File: src/rtl/bcd_clock_setter_with_alarm_defines.svh
// Assertion macros used by the clock setter core.
// Define ASSERT_OFF to compile the checks out.
`ifndef BCD_CLOCK_SETTER_WITH_ALARM_DEFINES_SVH
`define BCD_CLOCK_SETTER_WITH_ALARM_DEFINES_SVH
`ifndef ASSERT_OFF
// same-cycle implication, off during reset
`define BCSA_ASSERT_NOW(label, clk, rst_n, ante, cons) \
	label: assert property (@(posedge clk) disable iff (!rst_n) (ante) |-> (cons)) \
		else $error("%m: check failed");
// next-cycle implication, off during reset
`define BCSA_ASSERT_NEXT(label, clk, rst_n, ante, cons) \
	label: assert property (@(posedge clk) disable iff (!rst_n) (ante) |=> (cons)) \
		else $error("%m: check failed");
`else
`define BCSA_ASSERT_NOW(label, clk, rst_n, ante, cons)
`define BCSA_ASSERT_NEXT(label, clk, rst_n, ante, cons)
`endif
`endif

File: src/rtl/bcsa_pkg.sv
// Types, codes, wrap limits and the BCD increment helper for the clock setter.
// No dependencies; every other RTL file but the defines header uses it by scoped names.
package bcsa_pkg;

	typedef enum logic [2:0] {
		CMD_SNAP      = 3'd0,
		CMD_INC       = 3'd1,
		CMD_NEXT      = 3'd2,
		CMD_TIME_SET  = 3'd3,
		CMD_ALARM_SET = 3'd4
	} cmd_t;

	typedef enum logic [3:0] {
		ST_IDLE         = 4'd0,
		ST_YEAR         = 4'd1,
		ST_MONTH        = 4'd2,
		ST_DATE         = 4'd3,
		ST_WEEKDAY      = 4'd4,
		ST_HOUR         = 4'd5,
		ST_MINUTE       = 4'd6,
		ST_ALARM_HOUR   = 4'd7,
		ST_ALARM_MINUTE = 4'd8
	} edit_t;

	typedef enum logic [1:0] {
		IND_BLANK   = 2'd0,
		IND_ARMED   = 2'd1,
		IND_RINGING = 2'd2
	} ind_t;

	// increment wrap points (raw BCD-coded compare values)
	localparam logic [7:0] YEAR_WRAP      = 8'd41;
	localparam logic [7:0] MONTH_WRAP     = 8'd19;
	localparam logic [7:0] HOUR_WRAP      = 8'd36;
	localparam logic [7:0] MINUTE_WRAP    = 8'd96;
	localparam logic [7:0] DATE_WRAP_FEB  = 8'd41;
	localparam logic [7:0] DATE_WRAP_LEAP = 8'd48;
	localparam logic [7:0] DATE_WRAP_30   = 8'd49;
	localparam logic [7:0] DATE_WRAP_31   = 8'd50;

	localparam logic [4:0] MONTH_FEB = 5'h02;
	localparam logic [4:0] MONTH_APR = 5'h04;
	localparam logic [4:0] MONTH_JUN = 5'h06;
	localparam logic [4:0] MONTH_SEP = 5'h09;
	localparam logic [4:0] MONTH_NOV = 5'h11;

	localparam logic [6:0] SEC_LAST     = 7'd88;
	localparam logic [2:0] WEEKDAY_LAST = 3'd7;
	localparam logic [2:0] WEEKDAY_FIRST = 3'd1;
	localparam logic [7:0] YEAR_RESET   = 8'h14;

	typedef struct packed {
		logic [2:0] command;
		logic [6:0] snap_second;
		logic [6:0] snap_minute;
		logic [5:0] snap_hour;
		logic [2:0] snap_weekday;
		logic [5:0] snap_date;
		logic [4:0] snap_month;
		logic [7:0] snap_year;
	} in_item_t;

	typedef struct packed {
		logic [3:0] edit_field;
		logic [7:0] year_out;
		logic [4:0] month_out;
		logic [5:0] date_out;
		logic [2:0] weekday_out;
		logic [5:0] hour_out;
		logic [6:0] minute_out;
		logic [5:0] alarm_hour_out;
		logic [6:0] alarm_minute_out;
		logic       beep;
		logic [1:0] indicator;
		logic       write_time;
	} out_item_t;

	// input register contents handed to the update logic
	typedef struct packed {
		logic     valid;
		in_item_t data;
	} stage_t;

	// BCD increment: carry into tens on a ones digit of nine or more,
	// then wrap to first once the result reaches limit
	function automatic logic [7:0] bcd_next(input logic [7:0] v, input logic [7:0] limit,
			input logic [7:0] first);
		logic [8:0] r;
		if (v[3:0] >= 4'd9) begin
			r = {1'b0, v[7:4], 4'h0} + 9'h010;
		end else begin
			r = {1'b0, v} + 9'd1;
		end
		return (r >= {1'b0, limit}) ? first : r[7:0];
	endfunction

endpackage

File: src/rtl/bcsa_item_if.sv
// Input channel of the clock setter: valid/ready plus one command item.
// Depends on bcsa_pkg.
interface bcsa_item_if;
	logic               valid;
	logic               ready;
	bcsa_pkg::in_item_t data;

	modport source(output valid, output data, input ready);
	modport sink(input valid, input data, output ready);
endinterface

File: src/rtl/bcsa_result_if.sv
// Result channel of the clock setter: valid/ready plus one field snapshot.
// Depends on bcsa_pkg.
interface bcsa_result_if;
	logic                valid;
	logic                ready;
	bcsa_pkg::out_item_t data;

	modport source(output valid, output data, input ready);
	modport sink(input valid, input data, output ready);
endinterface

File: src/rtl/bcsa_in_stage.sv
// Input register of the clock setter; holds one command until the update runs.
// Depends on bcsa_pkg and bcsa_item_if.
module bcsa_in_stage (
	input  logic             clk,
	input  logic             arst_n,
	bcsa_item_if.sink        item,
	input  logic             advance,
	output bcsa_pkg::stage_t s1
);

	logic               valid_s1;
	bcsa_pkg::in_item_t data_s1;

	// free when empty or when the held command moves on this cycle
	assign item.ready = !valid_s1 || advance;

	always_ff @(posedge clk or negedge arst_n) begin
		if (!arst_n) begin
			valid_s1 <= 1'b0;
		end else if (item.ready) begin
			valid_s1 <= item.valid;
		end
	end

	always_ff @(posedge clk) begin
		if (item.valid && item.ready) begin
			data_s1 <= item.data;
		end
	end

	assign s1.valid = valid_s1;
	assign s1.data  = data_s1;

endmodule

File: src/rtl/bcsa_core.sv
// Field registers, edit sequencer, alarm compare and BCD increment logic.
// Depends on bcsa_pkg and bcd_clock_setter_with_alarm_defines.svh.
`include "bcd_clock_setter_with_alarm_defines.svh"

module bcsa_core (
	input  logic                clk,
	input  logic                arst_n,
	input  logic                fire,
	input  bcsa_pkg::in_item_t  cmd_item,
	output bcsa_pkg::out_item_t result_d
);

	bcsa_pkg::edit_t step_q, step_d;
	bcsa_pkg::ind_t  ind_q, ind_d;
	logic [7:0] year_q, year_d;
	logic [4:0] month_q, month_d;
	logic [5:0] date_q, date_d;
	logic [2:0] weekday_q, weekday_d;
	logic [5:0] hour_q, hour_d;
	logic [6:0] minute_q, minute_d;
	logic [5:0] alarm_hour_q, alarm_hour_d;
	logic [6:0] alarm_minute_q, alarm_minute_d;
	logic       beep_q, beep_d;
	logic       write_time;

	logic [7:0] year_inc, month_inc, date_inc, hour_inc, minute_inc;
	logic [7:0] alarm_hour_inc, alarm_minute_inc;
	logic [5:0] leap_sum;
	logic       leap;
	logic [7:0] date_wrap;

	// tens*10 + ones is divisible by four exactly when tens*2 + ones is
	assign leap_sum = {1'b0, year_q[7:4], 1'b0} + {2'b00, year_q[3:0]};
	assign leap     = (leap_sum[1:0] == 2'b00);

	always_comb begin
		if (month_q == bcsa_pkg::MONTH_FEB) begin
			date_wrap = leap ? bcsa_pkg::DATE_WRAP_LEAP : bcsa_pkg::DATE_WRAP_FEB;
		end else if (month_q inside {bcsa_pkg::MONTH_APR, bcsa_pkg::MONTH_JUN,
				bcsa_pkg::MONTH_SEP, bcsa_pkg::MONTH_NOV}) begin
			date_wrap = bcsa_pkg::DATE_WRAP_30;
		end else begin
			date_wrap = bcsa_pkg::DATE_WRAP_31;
		end
	end

	assign year_inc   = bcsa_pkg::bcd_next(year_q, bcsa_pkg::YEAR_WRAP, 8'd0);
	assign month_inc  = bcsa_pkg::bcd_next({3'b000, month_q}, bcsa_pkg::MONTH_WRAP, 8'd1);
	assign date_inc   = bcsa_pkg::bcd_next({2'b00, date_q}, date_wrap, 8'd1);
	assign hour_inc   = bcsa_pkg::bcd_next({2'b00, hour_q}, bcsa_pkg::HOUR_WRAP, 8'd0);
	assign minute_inc = bcsa_pkg::bcd_next({1'b0, minute_q}, bcsa_pkg::MINUTE_WRAP, 8'd0);
	assign alarm_hour_inc =
		bcsa_pkg::bcd_next({2'b00, alarm_hour_q}, bcsa_pkg::HOUR_WRAP, 8'd0);
	assign alarm_minute_inc =
		bcsa_pkg::bcd_next({1'b0, alarm_minute_q}, bcsa_pkg::MINUTE_WRAP, 8'd0);

	always_comb begin
		step_d         = step_q;
		ind_d          = ind_q;
		year_d         = year_q;
		month_d        = month_q;
		date_d         = date_q;
		weekday_d      = weekday_q;
		hour_d         = hour_q;
		minute_d       = minute_q;
		alarm_hour_d   = alarm_hour_q;
		alarm_minute_d = alarm_minute_q;
		beep_d         = beep_q;
		write_time     = 1'b0;
		if (fire) begin
			case (cmd_item.command)
				bcsa_pkg::CMD_SNAP: begin
					// snapshots are dropped while a field is being edited
					if (step_q == bcsa_pkg::ST_IDLE) begin
						minute_d  = cmd_item.snap_minute;
						hour_d    = cmd_item.snap_hour;
						weekday_d = cmd_item.snap_weekday;
						date_d    = cmd_item.snap_date;
						month_d   = cmd_item.snap_month;
						year_d    = cmd_item.snap_year;
						if (cmd_item.snap_hour == alarm_hour_q &&
								cmd_item.snap_minute == alarm_minute_q) begin
							ind_d  = (cmd_item.snap_second > bcsa_pkg::SEC_LAST) ?
								bcsa_pkg::IND_BLANK : bcsa_pkg::IND_RINGING;
							beep_d = 1'b1;
						end else begin
							beep_d = 1'b0;
						end
					end
				end
				bcsa_pkg::CMD_INC: begin
					case (step_q)
						bcsa_pkg::ST_YEAR:    year_d   = year_inc;
						bcsa_pkg::ST_MONTH:   month_d  = month_inc[4:0];
						bcsa_pkg::ST_DATE:    date_d   = date_inc[5:0];
						bcsa_pkg::ST_WEEKDAY: begin
							weekday_d = (weekday_q >= bcsa_pkg::WEEKDAY_LAST) ?
								bcsa_pkg::WEEKDAY_FIRST : weekday_q + 3'd1;
						end
						bcsa_pkg::ST_HOUR:    hour_d   = hour_inc[5:0];
						bcsa_pkg::ST_MINUTE:  minute_d = minute_inc[6:0];
						bcsa_pkg::ST_ALARM_HOUR: begin
							// mirror the alarm field into the time display field
							alarm_hour_d = alarm_hour_inc[5:0];
							hour_d       = alarm_hour_inc[5:0];
						end
						bcsa_pkg::ST_ALARM_MINUTE: begin
							alarm_minute_d = alarm_minute_inc[6:0];
							minute_d       = alarm_minute_inc[6:0];
						end
						default: ;
					endcase
				end
				bcsa_pkg::CMD_NEXT: begin
					case (step_q)
						bcsa_pkg::ST_YEAR, bcsa_pkg::ST_MONTH, bcsa_pkg::ST_DATE,
						bcsa_pkg::ST_WEEKDAY, bcsa_pkg::ST_HOUR: begin
							step_d = bcsa_pkg::edit_t'(step_q + 4'd1);
						end
						bcsa_pkg::ST_MINUTE: begin
							step_d     = bcsa_pkg::ST_IDLE;
							write_time = 1'b1;
						end
						bcsa_pkg::ST_ALARM_HOUR: step_d = bcsa_pkg::ST_ALARM_MINUTE;
						bcsa_pkg::ST_ALARM_MINUTE: begin
							step_d = bcsa_pkg::ST_IDLE;
							ind_d  = bcsa_pkg::IND_ARMED;
						end
						default: ;
					endcase
				end
				bcsa_pkg::CMD_TIME_SET: begin
					if (step_q == bcsa_pkg::ST_IDLE) begin
						step_d = bcsa_pkg::ST_YEAR;
						ind_d  = bcsa_pkg::IND_BLANK;
					end
				end
				bcsa_pkg::CMD_ALARM_SET: begin
					if (step_q == bcsa_pkg::ST_IDLE) begin
						step_d         = bcsa_pkg::ST_ALARM_HOUR;
						alarm_hour_d   = 6'd0;
						alarm_minute_d = 7'd0;
						hour_d         = 6'd0;
						minute_d       = 7'd0;
					end
				end
				default: ;
			endcase
		end
	end

	always_ff @(posedge clk or negedge arst_n) begin
		if (!arst_n) begin
			step_q         <= bcsa_pkg::ST_IDLE;
			ind_q          <= bcsa_pkg::IND_BLANK;
			year_q         <= bcsa_pkg::YEAR_RESET;
			month_q        <= 5'd1;
			date_q         <= 6'd1;
			weekday_q      <= bcsa_pkg::WEEKDAY_FIRST;
			hour_q         <= 6'd0;
			minute_q       <= 7'd0;
			alarm_hour_q   <= 6'd0;
			alarm_minute_q <= 7'd0;
			beep_q         <= 1'b0;
		end else begin
			step_q         <= step_d;
			ind_q          <= ind_d;
			year_q         <= year_d;
			month_q        <= month_d;
			date_q         <= date_d;
			weekday_q      <= weekday_d;
			hour_q         <= hour_d;
			minute_q       <= minute_d;
			alarm_hour_q   <= alarm_hour_d;
			alarm_minute_q <= alarm_minute_d;
			beep_q         <= beep_d;
		end
	end

	assign result_d.edit_field       = step_d;
	assign result_d.year_out         = year_d;
	assign result_d.month_out        = month_d;
	assign result_d.date_out         = date_d;
	assign result_d.weekday_out      = weekday_d;
	assign result_d.hour_out         = hour_d;
	assign result_d.minute_out       = minute_d;
	assign result_d.alarm_hour_out   = alarm_hour_d;
	assign result_d.alarm_minute_out = alarm_minute_d;
	assign result_d.beep             = beep_d;
	assign result_d.indicator        = ind_d;
	assign result_d.write_time       = write_time;

	`BCSA_ASSERT_NEXT(a_hold_when_idle, clk, arst_n, !fire, $stable(step_q) && $stable(ind_q) && $stable(alarm_hour_q))
	`BCSA_ASSERT_NOW(a_write_ends_set, clk, arst_n, fire && write_time, step_q == bcsa_pkg::ST_MINUTE && step_d == bcsa_pkg::ST_IDLE)
	`BCSA_ASSERT_NEXT(a_snap_dropped_in_edit, clk, arst_n, fire && cmd_item.command == bcsa_pkg::CMD_SNAP && step_q != bcsa_pkg::ST_IDLE, $stable(beep_q) && $stable(year_q))
	`BCSA_ASSERT_NEXT(a_alarm_edit_mirrors, clk, arst_n, fire && cmd_item.command == bcsa_pkg::CMD_INC && step_q == bcsa_pkg::ST_ALARM_HOUR, hour_q == alarm_hour_q)

endmodule

File: src/rtl/bcsa_out_reg.sv
// Result register of the clock setter; holds one result until it is taken.
// Depends on bcsa_pkg and bcsa_result_if.
module bcsa_out_reg (
	input  logic                clk,
	input  logic                arst_n,
	input  logic                load,
	input  bcsa_pkg::out_item_t load_data,
	output logic                free,
	bcsa_result_if.source       result
);

	logic                valid_q;
	bcsa_pkg::out_item_t data_q;

	// a new result may enter while the current one transfers
	assign free = !valid_q || result.ready;

	always_ff @(posedge clk or negedge arst_n) begin
		if (!arst_n) begin
			valid_q <= 1'b0;
		end else if (free) begin
			valid_q <= load;
		end
	end

	always_ff @(posedge clk) begin
		if (load && free) begin
			data_q <= load_data;
		end
	end

	assign result.valid = valid_q;
	assign result.data  = data_q;

endmodule

File: src/rtl/bcd_clock_setter_with_alarm.sv
// Top level of the BCD clock setter with alarm: input register, update logic,
// result register. Depends on bcsa_pkg, bcsa_item_if, bcsa_result_if and the submodules.
//
//   channel   dir   payload                                  handshake
//   item      in    command, snap_second .. snap_year        valid/ready
//   result    out   edit_field .. indicator, write_time      valid/ready
//
// One command per cycle unless the result side stalls; each command gives one result.
// The rate is set by the field registers, which update in the same cycle a command
// leaves the input register and its result enters the result register.
// arst_n clears the fields to their reset values and both stages to empty.
// A stalled result register holds the input register; the input side stalls once both are full.
module bcd_clock_setter_with_alarm (
	input  logic          clk,
	input  logic          arst_n,
	bcsa_item_if.sink     item,
	bcsa_result_if.source result
);

	bcsa_pkg::stage_t    s1;
	bcsa_pkg::out_item_t result_d;
	logic                out_free;
	logic                advance;

	assign advance = s1.valid && out_free;

	bcsa_in_stage u_in_stage (
		.clk     (clk),
		.arst_n  (arst_n),
		.item    (item),
		.advance (advance),
		.s1      (s1)
	);

	bcsa_core u_core (
		.clk      (clk),
		.arst_n   (arst_n),
		.fire     (advance),
		.cmd_item (s1.data),
		.result_d (result_d)
	);

	bcsa_out_reg u_out_reg (
		.clk       (clk),
		.arst_n    (arst_n),
		.load      (advance),
		.load_data (result_d),
		.free      (out_free),
		.result    (result)
	);

endmodule
File: src/flat_wrapper.sv
// flat-port wrapper written by rule: the top's interface ports become plain ports
module bcd_clock_setter_with_alarm_flat 
  (clk, arst_n, item_valid, item_data, item_ready, result_valid, result_data, result_ready);
  bcsa_item_if item_i ();
  bcsa_result_if result_i ();
  input  logic clk;
  input  logic arst_n;
  input wire logic [$bits(item_i.valid)-1:0] item_valid;
  input wire logic [$bits(item_i.data)-1:0] item_data;
  output wire logic [$bits(item_i.ready)-1:0] item_ready;
  output wire logic [$bits(result_i.valid)-1:0] result_valid;
  output wire logic [$bits(result_i.data)-1:0] result_data;
  input wire logic [$bits(result_i.ready)-1:0] result_ready;
  assign item_i.valid = item_valid;
  assign item_i.data = item_data;
  assign item_ready = item_i.ready;
  assign result_valid = result_i.valid;
  assign result_data = result_i.data;
  assign result_i.ready = result_ready;
  bcd_clock_setter_with_alarm u_core (.clk(clk), .arst_n(arst_n), .item(item_i), .result(result_i));
endmodule
File: config.mk
export PLATFORM = sky130hd
export DESIGN_NAME = bcd_clock_setter_with_alarm_flat
export DESIGN_NICKNAME = d
export VERILOG_FILES = /design/src/rtl/bcsa_pkg.sv /design/src/rtl/bcsa_item_if.sv /design/src/rtl/bcsa_result_if.sv /design/src/rtl/bcsa_in_stage.sv /design/src/rtl/bcsa_core.sv /design/src/rtl/bcsa_out_reg.sv /design/src/rtl/bcd_clock_setter_with_alarm.sv /design/src/flat_wrapper.sv
export VERILOG_INCLUDE_DIRS = /design/src /design/src/rtl
export SDC_FILE = /design/constraint.sdc
export NUM_CORES = 1
export LEC_CHECK = 0
export ABC_AREA = 0
export BUFFER_PORTS_ARGS = -buffer_cell sky130_fd_sc_hd__buf_4
export CORE_ASPECT_RATIO = 0.75
export CORE_MARGIN = 1
export CORE_UTILIZATION = 39
export DETAILED_ROUTE_END_ITERATION = 12
export SLEW_MARGIN = 10
export SYNTH_ARGS = -nofsm -noshare
export SYNTH_HDL_FRONTEND = slang
export SYNTH_SLANG_ARGS = --single-unit
File: constraint.sdc
create_clock -name clk -period 3.6 [get_ports clk]
set_clock_uncertainty 0.05 [all_clocks]
set_input_delay 0.72 -clock clk [delete_from_list [all_inputs] [get_ports clk]]
set_output_delay 0.72 -clock clk [all_outputs]
set_load 0.05 [all_outputs]
-- Yosys cells after proc, flatten, opt, wreduce, memory -nomap -nowiden
Index checks and enable logic that the tools add are counted.
- add/subtract/negate cells: 17
- order comparisons: 16
- equal/unequal tests: 19
- muxes and demuxes: 69
- reduce and logical (&&, ||, !) cells: 15
- operator list (operator ; count):
    6-bit two-way mux ; 13
    7-bit two-way mux ; 11
    8-bit two-way mux ; 7
    6-bit case mux with 2 select lines ; 3
    4-bit >= comparator (second input constant) ; 7
    7-bit case mux with 2 select lines ; 2
    5-bit two-way mux ; 5
    4-bit case mux with 3 select lines ; 2
    6-bit by 1-bit adder with 7-bit output (second input constant) ; 3
    6-bit by 5-bit adder with 7-bit output (second input constant) ; 3
    7-bit case mux with 3 select lines ; 1
    6-bit case mux with 3 select lines ; 1
    7-bit by 1-bit adder with 8-bit output (second input constant) ; 2
    7-bit by 5-bit adder with 8-bit output (second input constant) ; 2
    4-bit by 3-bit == test with 1-bit output (second input constant) ; 4
    8-bit by 7-bit >= comparator with 1-bit output (second input constant) ; 2
    8-bit case mux with 2 select lines ; 1
    7-bit by 6-bit >= comparator with 1-bit output (second input constant) ; 2
    2-bit two-way mux ; 7
    3-bit two-way mux ; 4
    4-bit two-way mux ; 3
    5-bit by 3-bit == test with 1-bit output (second input constant) ; 2
    5-bit case mux with 2 select lines ; 1
    8-bit by 1-bit adder with 9-bit output (second input constant) ; 1
    other kinds (36) ; 47
- bits in registers: 158
- input port bits: 49
- output and inout bits: 58
- logic and storage cells: 169

-- Longest topological paths before layout
Gate-level depths: netlist of the first run.
- depth after elaboration: 9
- gate-level depth with buffers: 11
- gate-level depth less buffers: 11

-- Hierarchy
Synthesis of the first run repeated with hierarchy kept, for this count alone.
- cells, all modules: 745
- area total of the unflattened synthesis: 8186.6 um^2
- by module, submodules not included (module ; times used ; cells each ; area an instance (um^2) ; seq. area each (um^2)):
    bcsa_core ; 1 ; 634 ; 5032.3 ; 1382.6
    bcsa_out_reg ; 1 ; 60 ; 1735.4 ; 1706.6
    bcsa_in_stage ; 1 ; 50 ; 1412.6 ; 1376.3
    bcd_clock_setter_with_alarm ; 1 ; 1 ; 6.3 ; 0.0

-- Worst setup path before layout of the first run
OpenSTA, ideal clock, no wires.
- kind: input -> register
- start point: input port result_ready
- end point: register u_core.u_out_reg.data_q (netlist bit u_core.u_out_reg.result.data[30]) (data pin)
- setup time: 0.145 ns
- data arrival time: 2.809 ns
- required time: 3.405 ns
- setup slack: 0.596 ns
- cell stages on the path: 6
- path buffers: 2
- cell sequence: nand2b_1 buf_2 nand2_1 clkbuf_1 inv_1 a22o_1
- RTL lines (element ; line ; text):
    start: declaration ; flat_wrapper.sv:13 ; input wire logic [$bits(result_i.ready)-1:0] result_ready;
    end signal: assignment ; bcsa_out_reg.sv:28 ; data_q <= load_data;
    end: declaration ; bcsa_out_reg.sv:13 ; bcsa_pkg::out_item_t data_q;

==> results of run 1 <==
-- worst max-delay path, cell delays in order, from the launching register on --
cell	delay (ns)
dfrtp_1	0.37
inv_1	0.08
ha_1	0.17
nand2b_1	0.17
o21ai_1	0.40
nand2_1	0.16
ha_1	0.31
nand2b_1	0.14
a2111o_1	0.40
o32ai_1	0.23
buf_4	0.18
o21ai_0	0.12
o221ai_1	0.25
-- flip-flops by register name, indices dropped and copies added (netlist names), 2 cells and up --
register,cells
u_core.u_core.year_q,8
u_core.u_core.weekday_q,3
u_core.u_core.alarm_minute_q,7
u_core.u_core.minute_q,7
u_core.u_core.alarm_hour_q,6
u_core.u_core.ind_q,2
u_core.u_core.step_q,4
u_core.u_core.date_q,6
u_core.u_core.month_q,5
u_core.u_in_stage.s1,45
u_core.u_core.hour_q,6
u_core.u_out_reg.result.data,56
-- through the flow --
stage | hold WS, ns | instance area (um2) | worst slack [ns]
CTS | 0.362 | 9960 | 0.425
global route | 0.390 | 9960 | 0.178
finish | 0.335 | 9960 | 0.397
global placement | 0.429 | 9390 | 0.521
detailed placement | 0.438 | 9390 | 0.430
floorplan | 0.374 | 8280 | 0.596
-- layer usage --
metal  vias up  part of all wire, %  track usage [%]
li1       3006                    -                -
met1      3069                   51             32.1
met2       221                   42             28.3
met3        15                  6.4             4.14
met4         0                 0.80             5.88
met5         -                    0                0
-- area by class of cell --
type	count	area (um2)
Fill cell	1913	10500
Tap cell	282	353
Clock buffer	17	425
Timing Repair Buffer	126	971
Clock inverter	15	138
Sequential cell	158	4470
Inverter	39	146
Multi-Input combinational cell	498	3460
-- how the worst max path moves through the flow --
stage,start,to,slack [ns],depth (start not counted)
after detailed placement,u_core.u_core.date_q[1],u_core.u_out_reg.result.data[35],0.43,12
after global routing,u_core.u_core.date_q[1],u_core.u_out_reg.result.data[36],0.18,12
after floorplan,result_ready,u_core.u_out_reg.result.data[30],0.60,6
after global placement,u_core.u_core.date_q[1],u_core.u_out_reg.result.data[34],0.52,12
after CTS,u_core.u_core.date_q[1],u_core.u_out_reg.result.data[35],0.43,12
final,u_core.u_core.date_q[1],u_core.u_out_reg.result.data[35],0.40,12
-- cell families (layout without fill, tap and decap cells) --
| logic type | Yosys count | in the layout |
|---|---|---|
| AO/OA/AOI/OAI | 219 | 219 |
| AND/OR/NAND/NOR | 209 | 209 |
| flip-flops | 158 | 158 |
| buffers and inverters | 74 | 197 |
| adder cells (fa/ha/maj) | 39 | 39 |
| XOR/XNOR | 21 | 21 |
| multiplexers | 10 | 10 |
-- placed cells by master (no fill, tap or decap), types with 6 or more instances in the layout --
cell type and instances:
nor3b_1 6, a32oi_1 7, dfrtp_1 52, a22o_1 6, nor4_1 6, and3_1 6
nand3_1 11, nand2_1 69, o21a_1 6, nand4_1 7, a22oi_1 19, o22ai_1 7
buf_4 124, inv_1 38, a31oi_1 13, ha_1 39, mux2i_1 6, o21ai_0 42
o31ai_1 11, o211ai_1 13, nand2b_1 13, xor2_1 16, nor2_1 32, nor3_1 11
clkinvlp_4 6, clkbuf_16 17, nand3b_1 6, edfxtp_1 101, a21oi_1 29
-- power breakdown --
| group | switching, mW | internal (mW) | total (mW) |
|---|---|---|---|
| clock | 0.778 | 0.958 | 1.74 |
| combinational | 0.985 | 0.562 | 1.55 |
| sequential | 0.233 | 2.20 | 2.43 |
| total | 2.00 | 3.72 | 5.71 |
==> flow_summary.ini, run 1 <==
[setup_path]
r2r-end = u_core.u_out_reg.result.data[35]
worst-setup-path-type = reg -> reg
reg2reg_from = u_core.u_core.date_q[1]
setup.worst_path.start_class = flip-flop
crit_fanout = 6
cp.required_ns = 3.80
end_kind = flip-flop
rrSetupSlack_ns = 0.40
worst_r2r_path_depth = 12
critPathArrivalTime_ns = 3.41

[floorplanning]
start_util_pct = 40.4
core_um2 = 20500
fp.dieW_um = 170
rows = 45
ios = 107
die-area_um2 = 21800
chipHeight_um = 128

[power_and_ir_drop]
p_leak_nw = 3.90
p_per_area_nw_per_um2 = 574
irDropWorstVdd_mv = 0.241
power_mw = 5.71

[place]
numPlacedInstances = 1103
portBuffers = 106
dp_hpwl_mm = 15.1
routabilityCongestion = 0.911

[sta]
setup_viol = 0
period_share_pct = 89.0
layout_min_cycle_time_ns = 3.20
relSlewSlack_pct = 38.2
slew_violations = 0
rsz0062_at_grt = false
finalHoldViolations = 0
setup_tns_ns = 0
worstMarginPinSlew_ns = 0.927
max_freq_mhz = 312

[global_routing]
grt_pass1_wl_mm = 33.7
antenna_found_initial = 0
grt_max_degree = 58
grt_overflow_total = 0
grt_pass1_vias = 5932
grt_usage_pct = 20.6

[clock_network]
cts_resized = 0
cts_sinks = 158
holdBufCountCts = 0
clockBufferDepth = 2
cts_max_level = 4
clockRootBuffer = clkbuf_16
clkTransAtPathRegs_ns = 0.06
clk_latency_ns = 0.43
cts_setup_buffers = 0
cts_tree = built
cts_made_buffers = 17

[hold_path]
hold_class = in -> async

[logic_synthesis]
synth_compound_area_share_pct = 18.7
synth.distinct_cells = 84
ys_top_cells_by_area = edfxtp_1 (37%), dfrtp_1 (16%), ha_1 (5.9%)
yosys.area_share.simple_pct = 13.7
synth_adder_area_share_pct = 5.89
synth_xor_area_share_pct = 2.22
synth_nets = 818
syn_area_per_cell_um2 = 11.3
synth_edf_count = 101
yosysMostFrequentCell = edfxtp_1
synth_top_cell_area_share_pct = 36.6
seq_area_frac_synth_pct = 53.9
ys_ff_latch = 158
synthMuxAreaShare_pct = 1.27
yosys_warnings = 0
synth_top_cell_by_area = edfxtp_1
synthCells = 730
syn-cell-area_um2 = 8280
synthFlopType = edfxtp_1
synth_top_family_by_area = compound AO/OA/AOI/OAI gates
async_reset_ff_share_pct = 36.1
yosys-top-cells-count = edfxtp_1 (101), nand2_1 (69), dfrtp_1 (52)

[route]
detail_route.wl_per_cell_um = 18.8
via_per_inst = 5.56
drc = 0
vias = 6311
drt-pass1-iter-count = 5
drt-total-wl_mm = 21.3
antenna_left = 0
drtIter0Drc = 450

[cells_and_area]
n_antenna_cell = 0
syn_to_final_growth_pct = 20.2
final_util_pct = 48.6
nNetsFinal = 928
drive_above_1_share_pct = 22.3
instances_no_fill = 1135

[outcome]
status = complete, no violations

[flow_run]
maxCapViolations = 0
No activity file was read; power rests on OpenSTA's default activity.
==> run 2, diff against run 1 <==
- GPL_ROUTABILITY_DRIVEN: default -> 0
- clock period: 3.6 -> 3.7 ns (I/O delays scaled with it)
==> run 2 against run 1 <==
Against the previous run:
- count of clock-buffer cells in the layout rose by 1
- final cell count about the same
- critical path type unchanged
- setup slack improved by 0.022 ns
- largest cell class unchanged
- highest routed layer unchanged
- critical endpoint is now u_core.u_out_reg.result.data[34]
==> flow_summary.ini, run 2 (same netlist as run 1, synthesis figures left out) <==
[setup_path]
worst_r2r_path_depth = 11
reg2reg_from = u_core.u_core.date_q[1]
cp.required_ns = 3.90
rrSetupSlack_ns = 0.42
crit_fanout = 6
worst-setup-path-type = reg -> reg
critPathArrivalTime_ns = 3.48
end_kind = flip-flop
setup.worst_path.start_class = flip-flop
r2r-end = u_core.u_out_reg.result.data[34]

[route]
met1_length_mm = 10.9
drt-pass1-iter-count = 6
antenna_left = 0
drt-total-wl_mm = 21.4
via_per_inst = 5.53
top_layer = met4
detail_route.wl_per_cell_um = 18.8
wl_met3_mm = 1.37
wl_met2_mm = 8.95
drc = 0
vias = 6270
drtIter0Drc = 453

[cells_and_area]
syn_to_final_growth_pct = 20.1
final_common_cell = buf_4
largest_reg_flops = 56
final_area_um2 = 9950
nNetsFinal = 927
multi_input_area_um2 = 3470
final_cell_mix = buf_4 (124), edfxtp_1 (101), nand2_1 (69)
regArea_um2 = 4470
drive_above_1_share_pct = 22.2
fill_cells = 1930
instances_no_fill = 1134
n_antenna_cell = 0

[clock_network]
cts_made_buffers = 17
holdBufCountCts = 0
clk_latency_ns = 0.44
cts_sinks = 158
clockBufferDepth = 2
clkTransAtPathRegs_ns = 0.07
cts_tree = built
clockRootBuffer = clkbuf_16
cts_max_level = 4

[power_and_ir_drop]
p_leak_nw = 3.90
p_per_area_nw_per_um2 = 562
power_mw = 5.59
irDropWorstVdd_mv = 0.256

[floorplanning]
start_util_pct = 40.4
chipHeight_um = 128
rows = 45
die-area_um2 = 21800
ios = 107
core_um2 = 20500
fp.dieW_um = 170

[sta]
period_share_pct = 88.7
relSlewSlack_pct = 29.5
setup_tns_ns = 0
finalHoldViolations = 0
worstMarginPinSlew_ns = 1.03
setup_viol = 0
rsz0062_at_grt = false
max_freq_mhz = 305
slew_violations = 0
layout_min_cycle_time_ns = 3.28

[flow_run]
maxCapViolations = 0

[hold_path]
hold_class = in -> async

[outcome]
status = complete, no violations

[place]
dpl_cell_area_um2 = 9370
numPlacedInstances = 1102
dp_hpwl_mm = 15.1
portBuffers = 106

[global_routing]
grt_pass1_wl_mm = 33.0
grt_max_degree = 58
grt_usage_pct = 20.1
grt_overflow_total = 0
antenna_found_initial = 0
grt_pass1_vias = 5781
run 2: cell count changes in the layout (fill, tap and decap cells not counted):
cell,previous run,this run
buf_12,2,1
clkbuf_1,0,1
clkinv_4,1,2
clkinvlp_4,6,3
inv_8,0,1
o32ai_1,3,2
o32ai_2,0,1
run 2: how the worst max path moves through the flow:
stage,startpoint,end,slack (ns),depth (start not counted)
3_5_place_dp,u_core.u_core.date_q[1],u_core.u_out_reg.result.data[34],0.28,11
4_1_cts,u_core.u_core.date_q[1],u_core.u_out_reg.result.data[34],0.24,11
3_3_place_gp,u_core.u_core.date_q[1],u_core.u_out_reg.result.data[34],0.31,11
5_1_grt,u_core.u_core.date_q[1],u_core.u_out_reg.result.data[34],0.13,11
2_1_floorplan,result_ready,u_core.u_out_reg.result.data[30],0.68,6
6_report,u_core.u_core.date_q[1],u_core.u_out_reg.result.data[34],0.42,11
run 2: worst max-delay path: stages (launching register included):
cell and delay, ns:
dfrtp_1 0.39, inv_1 0.10, ha_1 0.17, nand2b_1 0.16, o21ai_1 0.38, nand2_1 0.16
ha_1 0.31, nand2b_1 0.14, a2111o_1 0.42, o32ai_2 0.37, o21ai_0 0.19, o221ai_1 0.26
run 2: routing by layer:
| metal | vias up | global-route usage, % |
|---|---|---|
| li1 | 3005 | - |
| met5 | - | 0 |
| met1 | 3042 | 31.0 |
| met4 | 0 | 5.78 |
| met3 | 18 | 5.19 |
| met2 | 205 | 27.3 |
run 2: report_power, final:
group	internal (mW)	switching [mW]
registers	2.14	0.224
clock network	0.939	0.769
logic	0.545	0.979
run 2: area by class of cell:
type	count	share of cell area, %
multi-input cells	498	34.8
well taps	282	3.55
repair buffers	125	9.56
flip-flops and latches	158	44.9
inverters	39	1.47
clock buffers	18	4.32
clock inverters	14	1.36
run 2: per-stage QoR:
stage | hold WS (ns) | worst slack, ns | util [%]
floorplan | 0.391 | 0.676 | -
global route | 0.408 | 0.128 | 48.5
finish | 0.354 | 0.418 | 48.5
detailed placement | 0.418 | 0.280 | 45.7
global placement | 0.423 | 0.312 | 45.7
CTS | 0.380 | 0.236 | 48.5
run 2: timing repair:
action                                  4_1_cts  5_1_grt
setup buffers                                 0        0
gates resized for setup                       0        1
endpoints found under the setup margin        0        4
